### config.mk
export PLATFORM = sky130hd
export DESIGN_NAME = cdh_front_flat
export DESIGN_NICKNAME = d
export VERILOG_FILES = /design/src/rtl/cdh_pkg.sv /design/src/rtl/cdh_intf.sv /design/src/rtl/cdh_front.sv /design/src/flat_wrapper.sv
export SDC_FILE = /design/constraint.sdc
export NUM_CORES = 1
export LEC_CHECK = 0
export BUFFER_PORTS_ARGS = -buffer_cell sky130_fd_sc_hd__buf_2
export CORE_ASPECT_RATIO = 2
export CORE_MARGIN = 2
export CORE_UTILIZATION = 40
export CTS_BUF_LIST = sky130_fd_sc_hd__clkbuf_4 sky130_fd_sc_hd__clkbuf_8
export CTS_CLUSTER_SIZE = 14
export DETAILED_ROUTE_END_ITERATION = 12
export GPL_TIMING_DRIVEN = 0
export SYNTH_ARGS = -nofsm -noshare
export SYNTH_HDL_FRONTEND = slang
export SYNTH_SLANG_ARGS = --single-unit
### constraint.sdc
create_clock -name i_clk -period 2.27 [get_ports i_clk]
set_clock_uncertainty 0.05 [all_clocks]
set_input_delay 0.227 -clock i_clk [delete_from_list [all_inputs] [get_ports i_clk]]
set_output_delay 0.227 -clock i_clk [all_outputs]
set_load 0.05 [all_outputs]
### src/rtl/cdh_pkg.sv
// Shared types and constants of the coverage depth histogram.
package cdh_pkg;

    localparam int OPCODE_W   = 2;
    localparam int POS_W      = 31;
    localparam int QUAL_W     = 8;
    localparam int BIN_IDX_W  = 10;
    localparam int BIN_OUT_W  = 32;
    localparam int CFG_IDX_W  = 2;
    localparam int CFG_DATA_W = 31;

    // Widest bin address over the whole parameter range (65536 bins).
    localparam int BIN_ADDR_MAX_W = 16;

    localparam int QUEUE_DEPTH = 4;
    localparam int QPTR_W      = $clog2(QUEUE_DEPTH);
    localparam int QCNT_W      = $clog2(QUEUE_DEPTH + 1);

    localparam logic [QUAL_W-1:0] MIN_QUALITY_RST  = 8'd20;
    localparam logic [POS_W-1:0]  REGION_BEGIN_RST = 31'd0;
    localparam logic [POS_W-1:0]  REGION_END_RST   = 31'h7fffffff;

    typedef enum logic [OPCODE_W-1:0] {
        OP_ALIGN = 2'd0,
        OP_EMPTY = 2'd1,
        OP_READ  = 2'd2
    } t_opcode;

    typedef enum logic [CFG_IDX_W-1:0] {
        CFG_MIN_QUALITY  = 2'd0,
        CFG_REGION_BEGIN = 2'd1,
        CFG_REGION_END   = 2'd2
    } t_cfg_reg;

    typedef enum logic [1:0] {
        CMD_INC,
        CMD_READ,
        CMD_READ_ZERO
    } t_cmd_kind;

    typedef struct packed {
        t_cmd_kind                 kind;
        logic [BIN_ADDR_MAX_W-1:0] bin;
    } t_cmd;

endpackage

### src/rtl/cdh_intf.sv
// Handshake interfaces for the item and result channels.
interface cdh_in_if;
    logic                           valid;
    logic                           ready;
    logic [cdh_pkg::OPCODE_W-1:0]   opcode;
    logic [cdh_pkg::POS_W-1:0]      position;
    logic [cdh_pkg::QUAL_W-1:0]     map_quality;
    logic                           last_of_locus;
    logic [cdh_pkg::BIN_IDX_W-1:0]  bin_index;

    modport source (output valid, opcode, position, map_quality, last_of_locus, bin_index,
                    input ready);
    modport sink (input valid, opcode, position, map_quality, last_of_locus, bin_index,
                  output ready);
endinterface


### src/rtl/cdh_front.sv
// Front end: configuration registers, good-alignment count and command issue.
module cdh_front #(
    parameter int NUM_BINS = 1024
) (
    input  logic                             i_clk,
    input  logic                             i_rst_n,
    cdh_in_if.sink                           i_item,
    input  logic                             i_cfg_valid,
    output logic                             o_cfg_ready,
    input  logic [cdh_pkg::CFG_IDX_W-1:0]    i_cfg_index,
    input  logic [cdh_pkg::CFG_DATA_W-1:0]   i_cfg_data,
    input  logic                             i_q_full,
    input  logic                             i_init_done,
    output logic                             o_push,
    output cdh_pkg::t_cmd                    o_cmd
);
    localparam int ADDR_W = $clog2(NUM_BINS);
    localparam logic [ADDR_W-1:0] TOP_BIN = ADDR_W'(NUM_BINS - 1);

    logic [cdh_pkg::QUAL_W-1:0] r_min_quality;
    logic [cdh_pkg::POS_W-1:0]  r_region_begin;
    logic [cdh_pkg::POS_W-1:0]  r_region_end;
    logic [ADDR_W-1:0]          r_good;
    logic [ADDR_W-1:0]          n_good;
    logic [ADDR_W-1:0]          good_inc;
    logic                       accept;
    logic                       in_region;

    assign o_cfg_ready  = 1'b1;
    assign i_item.ready = !i_q_full && i_init_done;

    always_comb begin
        accept    = i_item.valid && i_item.ready;
        in_region = (i_item.position >= r_region_begin) && (i_item.position < r_region_end);
        if ((i_item.map_quality >= r_min_quality) && (r_good != TOP_BIN)) begin
            good_inc = ADDR_W'(r_good + 1'b1);
        end else begin
            good_inc = r_good;
        end

        n_good = r_good;
        o_push = 1'b0;
        o_cmd  = '{kind: cdh_pkg::CMD_INC, bin: '0};
        if (accept) begin
            unique case (i_item.opcode)
                cdh_pkg::OP_ALIGN: begin
                    if (i_item.last_of_locus) begin
                        o_push    = in_region;
                        o_cmd.bin = cdh_pkg::BIN_ADDR_MAX_W'(good_inc);
                        n_good    = '0;
                    end else begin
                        n_good = good_inc;
                    end
                end
                cdh_pkg::OP_EMPTY: begin
                    o_push    = in_region;
                    o_cmd.bin = cdh_pkg::BIN_ADDR_MAX_W'(r_good);
                    n_good    = '0;
                end
                cdh_pkg::OP_READ: begin
                    o_push     = 1'b1;
                    o_cmd.bin  = cdh_pkg::BIN_ADDR_MAX_W'(i_item.bin_index);
                    o_cmd.kind = (int'(i_item.bin_index) < NUM_BINS) ? cdh_pkg::CMD_READ
                                                                    : cdh_pkg::CMD_READ_ZERO;
                end
                default: ;
            endcase
        end
    end

    always_ff @(posedge i_clk) begin
        if (!i_rst_n) begin
            r_min_quality  <= cdh_pkg::MIN_QUALITY_RST;
            r_region_begin <= cdh_pkg::REGION_BEGIN_RST;
            r_region_end   <= cdh_pkg::REGION_END_RST;
            r_good         <= '0;
        end else begin
            r_good <= n_good;
            if (i_cfg_valid) begin
                unique case (i_cfg_index)
                    cdh_pkg::CFG_MIN_QUALITY:  r_min_quality  <= i_cfg_data[cdh_pkg::QUAL_W-1:0];
                    cdh_pkg::CFG_REGION_BEGIN: r_region_begin <= i_cfg_data;
                    cdh_pkg::CFG_REGION_END:   r_region_end   <= i_cfg_data;
                    default: ;
                endcase
            end
        end
    end

endmodule

### src/flat_wrapper.sv
// flat-port wrapper written by rule: the top's interface ports become plain ports
module cdh_front_flat 
#(
    parameter int NUM_BINS = 1024
)
  (i_clk, i_rst_n, i_cfg_valid, o_cfg_ready, i_cfg_index, i_cfg_data, i_q_full, i_init_done, o_push, o_cmd, i_item_valid, i_item_opcode, i_item_position, i_item_map_quality, i_item_last_of_locus, i_item_bin_index, i_item_ready);
  cdh_in_if i_item_i ();
  input  logic i_clk;
  input  logic i_rst_n;
  input  logic i_cfg_valid;
  output logic o_cfg_ready;
  input  logic [cdh_pkg::CFG_IDX_W-1:0] i_cfg_index;
  input  logic [cdh_pkg::CFG_DATA_W-1:0] i_cfg_data;
  input  logic i_q_full;
  input  logic i_init_done;
  output logic o_push;
  output cdh_pkg::t_cmd o_cmd;
  input wire logic [$bits(i_item_i.valid)-1:0] i_item_valid;
  input wire logic [$bits(i_item_i.opcode)-1:0] i_item_opcode;
  input wire logic [$bits(i_item_i.position)-1:0] i_item_position;
  input wire logic [$bits(i_item_i.map_quality)-1:0] i_item_map_quality;
  input wire logic [$bits(i_item_i.last_of_locus)-1:0] i_item_last_of_locus;
  input wire logic [$bits(i_item_i.bin_index)-1:0] i_item_bin_index;
  output wire logic [$bits(i_item_i.ready)-1:0] i_item_ready;
  assign i_item_i.valid = i_item_valid;
  assign i_item_i.opcode = i_item_opcode;
  assign i_item_i.position = i_item_position;
  assign i_item_i.map_quality = i_item_map_quality;
  assign i_item_i.last_of_locus = i_item_last_of_locus;
  assign i_item_i.bin_index = i_item_bin_index;
  assign i_item_ready = i_item_i.ready;
  cdh_front #(.NUM_BINS(NUM_BINS)) u_core (.i_clk(i_clk), .i_rst_n(i_rst_n), .i_item(i_item_i), .i_cfg_valid(i_cfg_valid), .o_cfg_ready(o_cfg_ready), .i_cfg_index(i_cfg_index), .i_cfg_data(i_cfg_data), .i_q_full(i_q_full), .i_init_done(i_init_done), .o_push(o_push), .o_cmd(o_cmd));
endmodule
# Word level (Yosys, flattened, before mapping)
# Index checks and enable logic that the tools add are counted.
totals:
  elab_cells: 35
  regBits: 80
  out_inout_bits: 21
  in_bits: 91
op_classes:
  order_cmp: 3
  n_addsub: 1
  n_reduce_logical: 12
  n_mux: 10
  eq_ne: 5
ops:
  columns: ["op", "n"]
  rows:
  - ["$ge A31 B31 Y1", 1]
  - ["$lt A31 B31 Y1", 1]
  - ["$mux W10", 3]
  - ["$pmux W10 S3", 1]
  - ["$pmux W10 S2", 1]
  - ["$mux W18", 1]
  - ["$add A10 B1 Y10 const B", 1]
  - ["$ne A10 B10 Y1 const B", 1]
  - ["$ge A8 B8 Y1", 1]
  - ["$reduce_and A2 Y1", 4]
  - ["$eq A2 B1 Y1 const B", 2]
  - ["$eq A2 B2 Y1 const B", 2]
  - ["$logic_and A1 B1 Y1", 4]
  - ["$logic_not A2 Y1", 2]
  - ["$mux W1", 3]
  - ["$pmux W1 S3", 1]
  - ["$reduce_bool A2 Y1", 1]
  - ["$logic_not A1 Y1", 1]

# Longest topological paths before layout
logic_depth:
  ltp_word: 6
  ltp_mapped: 9
  depth_no_buf: 8

# Worst setup path before layout
# No wires, ideal clock.
synth_path:
  path_kind: "input -> output"
  from: "input i_item_opcode[1]"
  to: "output o_push"
  setup_slack_ns: -1.002
  path_buffers: 1
  arrival_ns: 2.995
  cell_stages: 6
  t_required_ns: 1.993
  cell_sequence: "clkbuf_1 > nor2b_1 > nor2b_1 > or4b_2 > a211oi_1 > a311oi_1"
synth_between:
  elab_chain_cells: 3
  elab_cells_between_ends: 5
synth_rtl:
  columns: ["item", "line_no", "text"]
  rows:
  - ["start: declaration", "flat_wrapper.sv:19", "input wire logic [$bits(i_item_i.opcode)-1:0] i_item_opcode;"]
  - ["$eq A2 B2 Y1, or another cell as far along", "cdh_front.sv:45", "unique case (i_item.opcode)"]
  - ["$pmux W1 S3 *", "cdh_front.sv:45", null]
  - ["$mux W1 *", "cdh_front.sv:44", "if (accept) begin"]
  - ["end: declaration", "flat_wrapper.sv:16", "output logic o_push;"]
# Every way passes the cells marked *; elsewhere a longest branch is shown, timed or not.

==> impl_metrics.env <==
export IMPL_cts_buffer_depth=2
export IMPL_path_clk_slew_ns=0.09
export IMPL_hp_class="in2reg"
export IMPL_io_buffers=102
export IMPL_violations="negative setup slack"
export IMPL_routed_via_density=5.33
export IMPL_nets=945
export IMPL_required_ns=1.99
export IMPL_cts_buffers=9
export IMPL_power_total_w=0.00327
export IMPL_netlist_instances=653
export IMPL_worst_pin_slew_ns=1.12
export IMPL_multi_input_area_mm2=0.00354
export IMPL_yosys_top_cells_area="dfxtp_1 31%, ha_1 17%, nand2_1 8.5%"
export IMPL_final_cells=939
export IMPL_synth_avg_cell_area_um2=7.96
export IMPL_wl_mm=15.0
export IMPL_drc_errors=0
export IMPL_hpwl_mm=11.8
export IMPL_fmax_mhz=348
export IMPL_synth_edf_count=0
export IMPL_ys_seq_elements=80
export IMPL_vias=5003
export IMPL_grt_start_max_net_pins=14
export IMPL_hold_violations=0
export IMPL_dieWidth_um=84.6
export IMPL_synthArstFlopShare_pct=0
export IMPL_initial_utilization_pct=41.2
export IMPL_ys_seq_area_share_pct=30.8
export IMPL_pre_cts_ws_ns=-0.611
export IMPL_grt_setup_unrepaired="yes"
export IMPL_ioPinCount=112
export IMPL_status="finished, violations left"
export IMPL_crit_type="reg2out"
export IMPL_p_leak_nw=2.90
export IMPL_cts_sinks=80
export IMPL_num_fill_cells=1244
export IMPL_cts_root_buf="clkbuf_8"
export IMPL_cts_tree="done"
export IMPL_final_max_slew_violation_count=0
export IMPL_dp_cells=911
export IMPL_htree_num_levels=3
export IMPL_die_area_mm2=0.0140
export IMPL_setup_ws_ns=-0.603
export IMPL_maxCapViolCount=0
export IMPL_synth_top_area_share_pct=30.8
export IMPL_regArea_mm2=0.00161
export IMPL_ir_drop_mv=0.353
export IMPL_place_congestion=0.872
export IMPL_period_needed_ns=2.87
export IMPL_wire_per_inst_um=16.0
export IMPL_drtIter0Drc=151
export IMPL_yosys_warnings=0
export IMPL_p_per_area_mw_per_mm2=487
export IMPL_die_y_um=165
export IMPL_diodes=0
export IMPL_drt_pass1_iterations=4
export IMPL_synth_top_area_cell="dfxtp_1"
export IMPL_grt_pass1_wl_mm=24.1
export IMPL_period_share_pct=127
export IMPL_critPathMaxFanout=3
export IMPL_cp_data_arrival_time_ns=2.60
export IMPL_antenna_found_initial=0
export IMPL_rows=58
export IMPL_cts_hold_buf=0
export IMPL_core_mm2=0.0126
export IMPL_grt_usage_pct=21.6
export IMPL_endpoint_kind="primary output"
export IMPL_synth_cell_types=56
export IMPL_grt_pass1_vias=5139
export IMPL_synthTopCellsByCount="118 x nand2_1, 80 x dfxtp_1, 70 x ha_1, 70 x inv_1, 39 x a21oi_1"
export IMPL_clkLatencyLatePin_ns=0.37
export IMPL_netlist_area_mm2=0.00520
export IMPL_start_kind="flop"
export IMPL_slew_headroom_pct=25.0
export IMPL_setup_viol=11
export IMPL_syn_to_final_growth_pct=29.0
export IMPL_drive_gt1_share_pct=26.6
export IMPL_synthMostInstantiatedCell="nand2_1"
export IMPL_fin_util_pct=53.1
export IMPL_grt_remaining_overflow=0
export IMPL_synthFlopType="dfxtp_1"
export IMPL_detail_route_antenna_nets=0
-- path summary, 6_finish.rpt --
check | startpoint | to | slack [ns] | cells past startpoint
setup / recovery | u_core.r_min_quality[7]$_SDFFE_PN0P_ | o_cmd[5] | -0.60 | 9
hold / removal | i_cfg_data[24] | u_core.r_region_end[24]$_SDFFE_PN1P_ | 0.05 | 3
hold reg to reg | u_core.r_region_begin[28]$_SDFFE_PN0P_ | u_core.r_region_begin[28]$_SDFFE_PN0P_ | 0.41 | 2
setup reg to reg | u_core.r_min_quality[7]$_SDFFE_PN0P_ | u_core.r_good[0]$_SDFFE_PN0P_ | 0.14 | 9
-- per-layer routing --
layer,track usage [%],vias to the layer above,wire [um]
li1,-,2522,-
met1,21.7,2328,5650
met2,42.8,121,8390
met3,2.93,32,508
met4,10.2,0,459
met5,0,-,0
-- cells in the final DEF (no fill, tap or decap), drive strengths merged, types with 2 or more instances in the layout --
cell      count
o31ai         2
inv          70
a22oi         9
o21ai        14
conb          8
o22ai         9
nand2b        4
nand3        19
and3          5
buf         129
nor2b        15
xor2          5
o211ai       34
nor3          5
or4b          2
and4          3
mux2i         3
and3b         2
clkinvlp      2
clkbuf       39
nand4        13
a21o          8
a211oi        4
a21boi       33
a21oi        39
nor2         17
nand3b        3
clkinv        2
ha           70
dfxtp        80
nand2       118
a32oi         4
a31oi         3
-- kinds of logic after synthesis --
family | after synthesis | share of synthesized area, %
flops | 80 | 30.8
buf+inv | 113 | 9.05
fa+ha+maj | 70 | 16.9
xor+xnor | 6 | 1.01
compound gates | 170 | 22.6
simple gates | 209 | 19.0
other cells | 2 | 0.145
mux | 3 | 0.578
-- where the power goes --
group | switching, W | total (W) | internal (W)
combinational | 0.000396 | 0.000693 | 0.000296
sequential | 0.0000182 | 0.00147 | 0.00145
clock | 0.000538 | 0.00110 | 0.000564
total | 0.000952 | 0.00327 | 0.00231
-- area by class of cell --
class,instances,share of cell area (%)
Multi-Input combinational cell,466,52.8
Sequential cell,80,24.1
Timing Repair Buffer,115,10.4
Inverter,70,3.92
Buffer,42,2.93
Tap cell,150,2.80
Clock buffer,11,2.26
Clock inverter,5,0.821
-- repair_timing --
action	CTS	global route
pin swaps	19	7
buffers inserted	8	6
setup endpoints to repair	12	11
gates resized for setup	60	18
-- state kept, by name (all words and copies together) (netlist names) --
signal,flops
u_core.r_region_end,31
u_core.r_good,10
u_core.r_min_quality,8
u_core.r_region_begin,31
-- metrics by stage --
stage               hold slack, ns  instance area [um^2]  TNS (ns)
floorplan                    0.315                  5340    -0.273
global placement             0.401                  6030     -2.57
detailed placement           0.408                  6030     -2.90
CTS                         0.0430                  6570     -5.14
global route                0.0529                  6700     -6.05
finish                      0.0514                  6700     -4.95
-- worst max-delay path: stages (launching register included) --
cell and delay, ns:
dfxtp_2 0.33, inv_2 0.05, ha_4 0.27, nand4_1 0.14, o31ai_4 0.39, buf_6 0.16, nand3_4 0.09, or4b_4 0.54
o31ai_4 0.07, buf_6 0.19
No activity file was read; power rests on OpenSTA's default activity.
