--- config.mk ---
export PLATFORM = sky130hd
export DESIGN_NAME = cdh_queue
export DESIGN_NICKNAME = d
export VERILOG_FILES = /design/src/rtl/cdh_pkg.sv /design/src/rtl/cdh_queue.sv
export SDC_FILE = /design/constraint.sdc
export NUM_CORES = 1
export LEC_CHECK = 0
export ABC_CLOCK_PERIOD_IN_PS = 1400
export CAP_MARGIN = 30
export CORE_ASPECT_RATIO = 0.6
export CORE_UTILIZATION = 35
export CTS_CLUSTER_DIAMETER = 200
export DETAILED_ROUTE_END_ITERATION = 12
export DONT_BUFFER_PORTS = 1
export SLEW_MARGIN = 20
export SYNTH_ARGS = -nofsm -noshare
export SYNTH_HDL_FRONTEND = slang
export SYNTH_SLANG_ARGS = --single-unit
export TNS_END_PERCENT = 50
--- constraint.sdc ---
create_clock -name i_clk -period 1.4 [get_ports i_clk]
set_input_delay 0.21 -clock i_clk [delete_from_list [all_inputs] [get_ports i_clk]]
set_output_delay 0.21 -clock i_clk [all_outputs]
set_load 0.01 [all_outputs]
--- src/rtl/cdh_pkg.sv ---
// Shared types and constants of the coverage depth histogram.
package cdh_pkg;

    localparam int OPCODE_W   = 2;
    localparam int POS_W      = 31;
    localparam int QUAL_W     = 8;
    localparam int BIN_IDX_W  = 10;
    localparam int BIN_OUT_W  = 32;
    localparam int CFG_IDX_W  = 2;
    localparam int CFG_DATA_W = 31;

    // Widest bin address over the whole parameter range (65536 bins).
    localparam int BIN_ADDR_MAX_W = 16;

    localparam int QUEUE_DEPTH = 4;
    localparam int QPTR_W      = $clog2(QUEUE_DEPTH);
    localparam int QCNT_W      = $clog2(QUEUE_DEPTH + 1);

    localparam logic [QUAL_W-1:0] MIN_QUALITY_RST  = 8'd20;
    localparam logic [POS_W-1:0]  REGION_BEGIN_RST = 31'd0;
    localparam logic [POS_W-1:0]  REGION_END_RST   = 31'h7fffffff;

    typedef enum logic [OPCODE_W-1:0] {
        OP_ALIGN = 2'd0,
        OP_EMPTY = 2'd1,
        OP_READ  = 2'd2
    } t_opcode;

    typedef enum logic [CFG_IDX_W-1:0] {
        CFG_MIN_QUALITY  = 2'd0,
        CFG_REGION_BEGIN = 2'd1,
        CFG_REGION_END   = 2'd2
    } t_cfg_reg;

    typedef enum logic [1:0] {
        CMD_INC,
        CMD_READ,
        CMD_READ_ZERO
    } t_cmd_kind;

    typedef struct packed {
        t_cmd_kind                 kind;
        logic [BIN_ADDR_MAX_W-1:0] bin;
    } t_cmd;

endpackage

--- src/rtl/cdh_queue.sv ---
// Short command queue between the front end and the histogram back end.
module cdh_queue (
    input  logic          i_clk,
    input  logic          i_rst_n,
    input  logic          i_push,
    input  cdh_pkg::t_cmd i_push_cmd,
    output logic          o_full,
    output logic          o_valid,
    output cdh_pkg::t_cmd o_cmd,
    input  logic          i_pop
);
    cdh_pkg::t_cmd                r_slot [cdh_pkg::QUEUE_DEPTH];
    logic [cdh_pkg::QPTR_W-1:0]   r_wr_ptr;
    logic [cdh_pkg::QPTR_W-1:0]   r_rd_ptr;
    logic [cdh_pkg::QCNT_W-1:0]   r_count;
    logic [cdh_pkg::QCNT_W-1:0]   n_count;

    always_comb begin
        o_full  = (r_count == cdh_pkg::QCNT_W'(cdh_pkg::QUEUE_DEPTH));
        o_valid = (r_count != '0);
        o_cmd   = r_slot[r_rd_ptr];
        n_count = r_count;
        if (i_push && !i_pop) begin
            n_count = cdh_pkg::QCNT_W'(r_count + 1'b1);
        end else if (!i_push && i_pop) begin
            n_count = cdh_pkg::QCNT_W'(r_count - 1'b1);
        end
    end

    always_ff @(posedge i_clk) begin
        if (!i_rst_n) begin
            r_wr_ptr <= '0;
            r_rd_ptr <= '0;
            r_count  <= '0;
        end else begin
            r_count <= n_count;
            if (i_push) begin
                r_wr_ptr <= cdh_pkg::QPTR_W'(r_wr_ptr + 1'b1);
            end
            if (i_pop) begin
                r_rd_ptr <= cdh_pkg::QPTR_W'(r_rd_ptr + 1'b1);
            end
        end
    end

    always_ff @(posedge i_clk) begin
        if (i_push) begin
            r_slot[r_wr_ptr] <= i_push_cmd;
        end
    end

endmodule

**After elaboration in Yosys (flattened, before gate mapping)**

Memories as Yosys holds them, arrays and structs flattened. A register that Yosys moved wholly into a read port is not among the register bits.
Index checks and enable logic that the tools add are counted.

- Divide/modulo/power cells: 0
- Shift-type cells: 0
- Equality and inequality tests: 1
- Multiply operators: 0
- $add $sub $neg: 4
- Bitwise logic cells: 0
- Muxes and demuxes: 6
- Reductions and logical operators: 6
- $lt $le $gt $ge: 0

Operators by type and width:

| cell | count |
|---|---|
| 3-bit 2-to-1 mux | 2 |
| 2-bit by 1-bit adder with 2-bit output, second input constant | 2 |
| 2-bit 2-to-1 mux | 2 |
| 3-bit by 1-bit adder with 3-bit output, second input constant | 1 |
| 3-bit equality test, second input constant | 1 |
| 3-bit nonzero test | 1 |
| 3-bit by 1-bit subtractor with 3-bit output, second input constant | 1 |
| 1-bit logical AND | 2 |
| 1-bit logical NOT | 2 |
| 1-bit 2-to-1 mux | 2 |
| 2-bit nonzero test | 1 |

- Bits in latches: 0
- Bits in registers: 7
- Memory bits (writable): 72
- Memories kept: 1
- Output and inout bits: 20
- Logic and storage cells: 21
- Memory bits (read-only): 0
- Input port bits: 22

Memory list:

| memory | depth | bits a word | read ports | clocked after Yosys merged registers in | wr ports | RTL line | RTL |
|---|---|---|---|---|---|---|---|
| r_slot | 4 | 18 | 1 | 1 | 1 | cdh_queue.sv:12 | `cdh_pkg::t_cmd r_slot [cdh_pkg::QUEUE_DEPTH];` |

**Longest topological paths before layout**

Gate-level depths: netlist of the first run.

- Word-level depth: 4
- Depth in mapped cells: 7
- Depth with buffers taken out: 7

**Least setup slack after synthesis of the first run**

No wires, ideal clock.

- Kind: input port to flip-flop
- From: in i_pop
- To: reg r_count[2] (netlist name)
- Cell stages on the path: 7
- Data required time: 1.324 ns
- Path slack: -0.068 ns
- Arrival: 1.392 ns
- Buffers on the path: 0
- Cells stage by stage: inv_1 > ha_1 > inv_1 > fa_1 > xor2_1 > or3_1 > a21boi_0

- Longest elaborated chain between the ends: 3
- Elaborated cells on any way between the ends: 5

RTL lines:

| item | RTL line | RTL |
|---|---|---|
| start: declaration | cdh_queue.sv:10 | `input logic i_pop` |
| 1-bit logical NOT | cdh_queue.sv:23 | `if (i_push && !i_pop) begin` |
| 1-bit logical AND | cdh_queue.sv:23 |  |
| 3-bit 2-to-1 mux / 2-bit nonzero test (equally long branches) | -- |  |
| end signal: assignment | cdh_queue.sv:36 | `r_count <= n_count;` |
| end: declaration | cdh_queue.sv:15 | `logic [cdh_pkg::QCNT_W-1:0] r_count;` |

Several ways; a longest one is shown, not always the timed one.
A chain may end at the register's enable or synchronous reset.

==> impl_metrics.ini, run 1 <==
[setup_path]
crit_required_ns = 1.19
crit_type = reg2out
start_kind = flop
critical_path.endpoint_type = output port
r2r_cells = 4
crit_fanout = 9
crit_arrival_ns = 1.45

[outcome]
status = finished with violations
violations = negative setup slack

[clocking]
path_clk_slew_ns = 0.06
clock_sinks = 81
cts_tree = yes
cts-root-buf = clkbuf_16
cts_setup_buffers = 0
clockBufferDepth = 2
cts_made_buffers = 9
clk_latency_ns = 0.33
htreeDepth = 3

[global_route]
first_global_vias = 1516
antenna_found_initial = 0
grt_usage = 0.139
overflow = 0
grt_first_pass_wirelength_um = 8550
grt_max_degree = 19

[sta]
hold_slack_ns = 0.0240
hold_viol = 0
slew_headroom = 0.832
rsz0062_at_grt = true
worst_slack_ns = -0.264
finalCriticalPeriod_ns = 1.66
finalSetupViolCount = 19
slew_viol_final = 0
worst_clock_skew_ns = 0.00378
finalCritPeriodShare = 1.19
max_clock_freq_mhz = 601
fin_tns_setup_ns = -4.47
worst_slew_pin_slew_ns = 0.251

[yosys]
synth.distinct_cells = 20
yosys.area.top_type = edfxtp_1
synth_compound_area_frac = 0.00406
ys_seq_area_frac = 0.759
netlist_top_cells_area = edfxtp_1, mux4_2, mux4_1, dfxtp_1, ha_1
synth_common_cells = edfxtp_1, mux4_2, and2_1, dfxtp_1, mux4_1
synth-edff-count = 72
yosys.area_share.simple = 0.0300
mappedNetlistNets = 165
synth.avg_cell_area_um2 = 22.5
synth_cells = 137
synth_fa_ha_area_frac = 0.0268
yosys_warnings = 0
muxShareOfSynthArea = 0.148
synth_top_area_share = 0.701
ys.flop_type = edfxtp_1
synthXorXnorAreaFrac = 0.0142
synth_top_family_by_area = multiplexers
syn_area_um2 = 3090
async_reset_ff_frac = 0
synth_seq_cells = 81
yosysMostFrequentCell = edfxtp_1

[die]
dieHeight_um = 74.7
ios = 42
fp-row-count = 26
die_area_um2 = 9210
core-area_um2 = 8520
initial_core_util = 0.362
die_w_um = 123

[place]
place_area_um2 = 3320
port_buffers = 0
gp_congestion = 0.714
dp_hpwl_um = 3490

[routing]
num_vias = 1377
first_pass_iters = 4
post_drt_wl_per_cell_um = 19.1
drt-initial-drc-count = 86
drcViolationCount = 0
vias_per_cell = 4.76
ant_nets = 0
routed_wl_um = 5520

[worst_hold_path]
hold_path.class = in2reg
min_path_cells = 1

[finish]
antenna_cells = 0
layout-drive-gt1-share = 0.271
multi_input_area_um2 = 672
final_area_um2 = 3840
final_nets = 200
n_fill_cell = 740
regArea_um2 = 2350
syn_to_final_growth_pct = 24.4

[job]
cap_violations = 0

[power_and_ir_drop]
ir_worst_vdd_v = 0.000806
power_leakage_nw = 1.27
p_total_mw = 5.82
powerDensity_nw_per_um2 = 1510
[power breakdown]
| group | internal, mW | leakage (nW) | total [mW] | switching, mW |
|---|---|---|---|---|
| registers | 2.77 | 0.737 | 2.83 | 0.0560 |
| clock network | 1.54 | 0.150 | 2.39 | 0.853 |
| logic | 0.301 | 0.382 | 0.596 | 0.295 |
[through the flow]
step / worst slack, ns / utilization / std cells
2_1_floorplan: -0.00191 / - / 137
3_3_place_gp: 0.00293 / 0.390 / 253
3_5_place_dp: -0.143 / 0.390 / 253
4_1_cts: -0.288 / 0.450 / 289
5_1_grt: -0.312 / 0.450 / 289
6_report: -0.264 / 0.450 / 289
[flip-flops by register name, indices dropped and copies added, names as in the netlist, named ones only]
name	count
r_wr_ptr	2
r_rd_ptr	2
r_count	3
r_slot	72
[final timing paths]
| path | start | to | slack, ns |
|---|---|---|---|
| max reg2reg | r_count[0] | r_count[2] | -0.01 |
| min reg2reg | r_count[2] | r_count[2] | 0.54 |
| min | i_rst_n | r_count[1] | 0.02 |
| max | flop | o_cmd[10] | -0.26 |
[metal layers]
layer	global-route usage	vias up	wire [µm]
li1	-	620	-
met1	0.147	704	2200
met2	0.238	45	2770
met3	0.0788	8	487
met4	0.0455	0	68
met5	0	-	0
[cell type report]
cell class                 instances  share of cell area
timing repair buffer              28              0.0919
tap                              112              0.0365
multi-input combinational         48               0.175
inverter                           4             0.00391
clock inverter                     7              0.0222
sequential                        81               0.612
clock buffer                       9              0.0587
[placed cells by master, fill, tap and decap left out, types with 2 or more instances in the layout]
cell,instances
dfxtp_2,2
dlygate4sd3_1,19
inv_1,4
nor2b_1,2
clkinv_1,2
mux4_2,18
mux2i_1,2
dfxtp_1,6
xor2_1,3
clkbuf_16,9
buf_4,2
bufinv_16,2
ha_1,4
and2_1,9
xnor2_1,2
clkinv_2,2
edfxtp_1,72
buf_12,6
[critical path, stage by stage (launching register included)]
cell     delay, ns
dfxtp_4       0.39
buf_12        0.15
mux4_2        0.57
[kinds of logic after synthesis]
kind of cell               after synthesis
AOI/OAI and AO/OA                        2
xor gates and xnor gates                 5
adders and majority gates                6
buffers and inverters                    8
DFF                                     81
muxes                                   20
and+or+nand+nor                         15
[timing repair]
item / 4_1_cts / 5_1_grt
gates cloned: 1 / 0
hold endpoints to repair: 76 / 0
hold buffers: 19 / 0
gates resized for setup: 14 / 1
endpoints found under the setup margin: 21 / 20
pin swaps: 1 / 0
Note: power is estimated with default switching activity, not from simulation.
==> inputs of run 2 (changes only) <==
--- a/config.mk
+++ b/config.mk
@@ -6,12 +6,13 @@
 export NUM_CORES = 1
 export LEC_CHECK = 0
 export ABC_CLOCK_PERIOD_IN_PS = 1400
+export BUFFER_PORTS_ARGS = -buffer_cell sky130_fd_sc_hd__clkbuf_2
 export CAP_MARGIN = 30
 export CORE_ASPECT_RATIO = 0.6
 export CORE_UTILIZATION = 35
 export CTS_CLUSTER_DIAMETER = 200
 export DETAILED_ROUTE_END_ITERATION = 12
-export DONT_BUFFER_PORTS = 1
+export PLACE_DENSITY = 0.59
 export SLEW_MARGIN = 20
 export SYNTH_ARGS = -nofsm -noshare
 export SYNTH_HDL_FRONTEND = slang
==> impl_metrics.ini, run 2 (synthesis results as in run 1) <==
[outcome]
status = finished with violations
violations = negative setup slack

[finish]
multi_input_area_um2 = 666
utilization = 0.456
syn_to_final_growth_pct = 26.0
largest-register = r_slot
largest_reg_flops = 72
n_fill_cell = 749
antenna_cells = 0
regArea_um2 = 2350
final_common_cell = edfxtp_1
mostFrequentLayoutCells = edfxtp_1, clkbuf_2, mux4_2
final_area_um2 = 3890
final_nets = 228
layout-drive-gt1-share = 0.449
top_regs = r_slot (72), r_count (3)

[power_and_ir_drop]
ir_worst_vdd_v = 0.000757
powerDensity_nw_per_um2 = 1500
power_leakage_nw = 1.38

[global_route]
grt_usage = 0.126
grt_first_pass_wirelength_um = 7850
overflow = 0
first_global_vias = 1409
grt_max_degree = 19
antenna_found_initial = 0

[worst_hold_path]
min_path_cells = 1
min_from = i_push_cmd[6]
min_to = r_slot[2][6]
hold_path.class = in2reg

[routing]
drcViolationCount = 0
dr.max_layer_used = met4
m1WireLength_um = 2680
wl_met3_um = 250
vias_per_cell = 4.54
first_pass_iters = 4
num_vias = 1439
ant_nets = 0
post_drt_wl_per_cell_um = 16.4
routed_wl_um = 5210
drt-initial-drc-count = 36
dr_wl_met2_um = 2190

[clocking]
cts-root-buf = clkbuf_16
cts_tree = yes
path_clk_slew_ns = 0.06
clockBufferDepth = 2
htreeDepth = 3
cts_setup_buffers = 0
cts_made_buffers = 9
clk_latency_ns = 0.33
cts_hold_buf = 0
clock_sinks = 81

[sta]
worst_clock_skew_ns = 0.00624
max_clock_freq_mhz = 568
finalSetupViolCount = 19
hold_viol = 0
finalCriticalPeriod_ns = 1.76
rsz0062_at_grt = true
finalCritPeriodShare = 1.26
worst_slack_ns = -0.361
slew_viol_final = 0
worst_slew_pin_slew_ns = 0.220
slew_headroom = 0.852

[place]
dp_hpwl_um = 3340
port_buffers = 41
gp_congestion = 0.663
place_area_um2 = 3570

[setup_path]
crit_arrival_ns = 1.55
critical_path.endpoint_type = output port
crit_fanout = 8
r2r_cells = 4
crit_type = reg2out
crit_required_ns = 1.19
r2r_end = r_count[2]
rr_startpoint = r_count[0]
start_kind = flop
reg2reg_slack_ns = 0.03

[die]
die_w_um = 123
dieHeight_um = 74.7
core-area_um2 = 8520
fp-row-count = 26
initial_core_util = 0.362
ios = 42
die_area_um2 = 9210

[job]
cap_violations = 0
## run 2: power breakdown
part	total, mW	internal (mW)	leakage [nW]	switching (mW)
sequential	2.83	2.77	0.737	0.0569
clock	2.34	1.49	0.142	0.850
combinational	0.656	0.350	0.503	0.306
total	5.83	4.61	1.38	1.21
## run 2: repair_timing
action | 4_1_cts | 5_1_grt
pin swaps | 1 | 0
setup endpoints to repair | 19 | 21
resized for setup | 13 | 3
cloned | 1 | 0
## run 2: critical path, stage by stage (launching register included)
cell and delay [ns]:
dfxtp_4 0.40, buf_12 0.16, mux4_2 0.52, clkbuf_2 0.15
## run 2: per-layer routing
layer	vias up	global-route usage
li1	678	-
met1	722	0.181
met2	28	0.165
met3	11	0.0523
met4	0	0.0602
met5	-	0
## run 2: worst max path at each step
stage	cells after the start	start	slack (ns)	end
2_1_floorplan	7	i_pop	-0.002	r_count[2]
3_3_place_gp	8	i_pop	-0.12	r_count[2]
3_5_place_dp	8	i_pop	-0.15	r_count[2]
4_1_cts	3	flop	-0.39	o_cmd[10]
5_1_grt	3	flop	-0.41	o_cmd[2]
6_report	3	flop	-0.36	o_cmd[10]
## run 2: final cells by class
cell class	count	area share
Inverter	4	0.00386
Timing Repair Buffer	56	0.107
Clock inverter	2	0.00965
Multi-Input combinational cell	48	0.171
Clock buffer	14	0.0682
Sequential cell	81	0.604
Tap cell	112	0.0360
## run 2: per-stage QoR
| stage | power (mW) | hold slack [ns] | cells | setup WS [ns] | TNS [ns] |
|---|---|---|---|---|---|
| finish | 5.83 | 0.0959 | 317 | -0.361 | -5.98 |
| detailed placement | 3.50 | 0.432 | 300 | -0.146 | -1.43 |
| global placement | 3.50 | 0.433 | 300 | -0.116 | -0.908 |
| CTS | 5.89 | 0.0813 | 317 | -0.389 | -6.52 |
| floorplan | 3.22 | 0.309 | 137 | -0.00191 | -0.00191 |
| global route | 6.06 | 0.0873 | 317 | -0.411 | -7.03 |
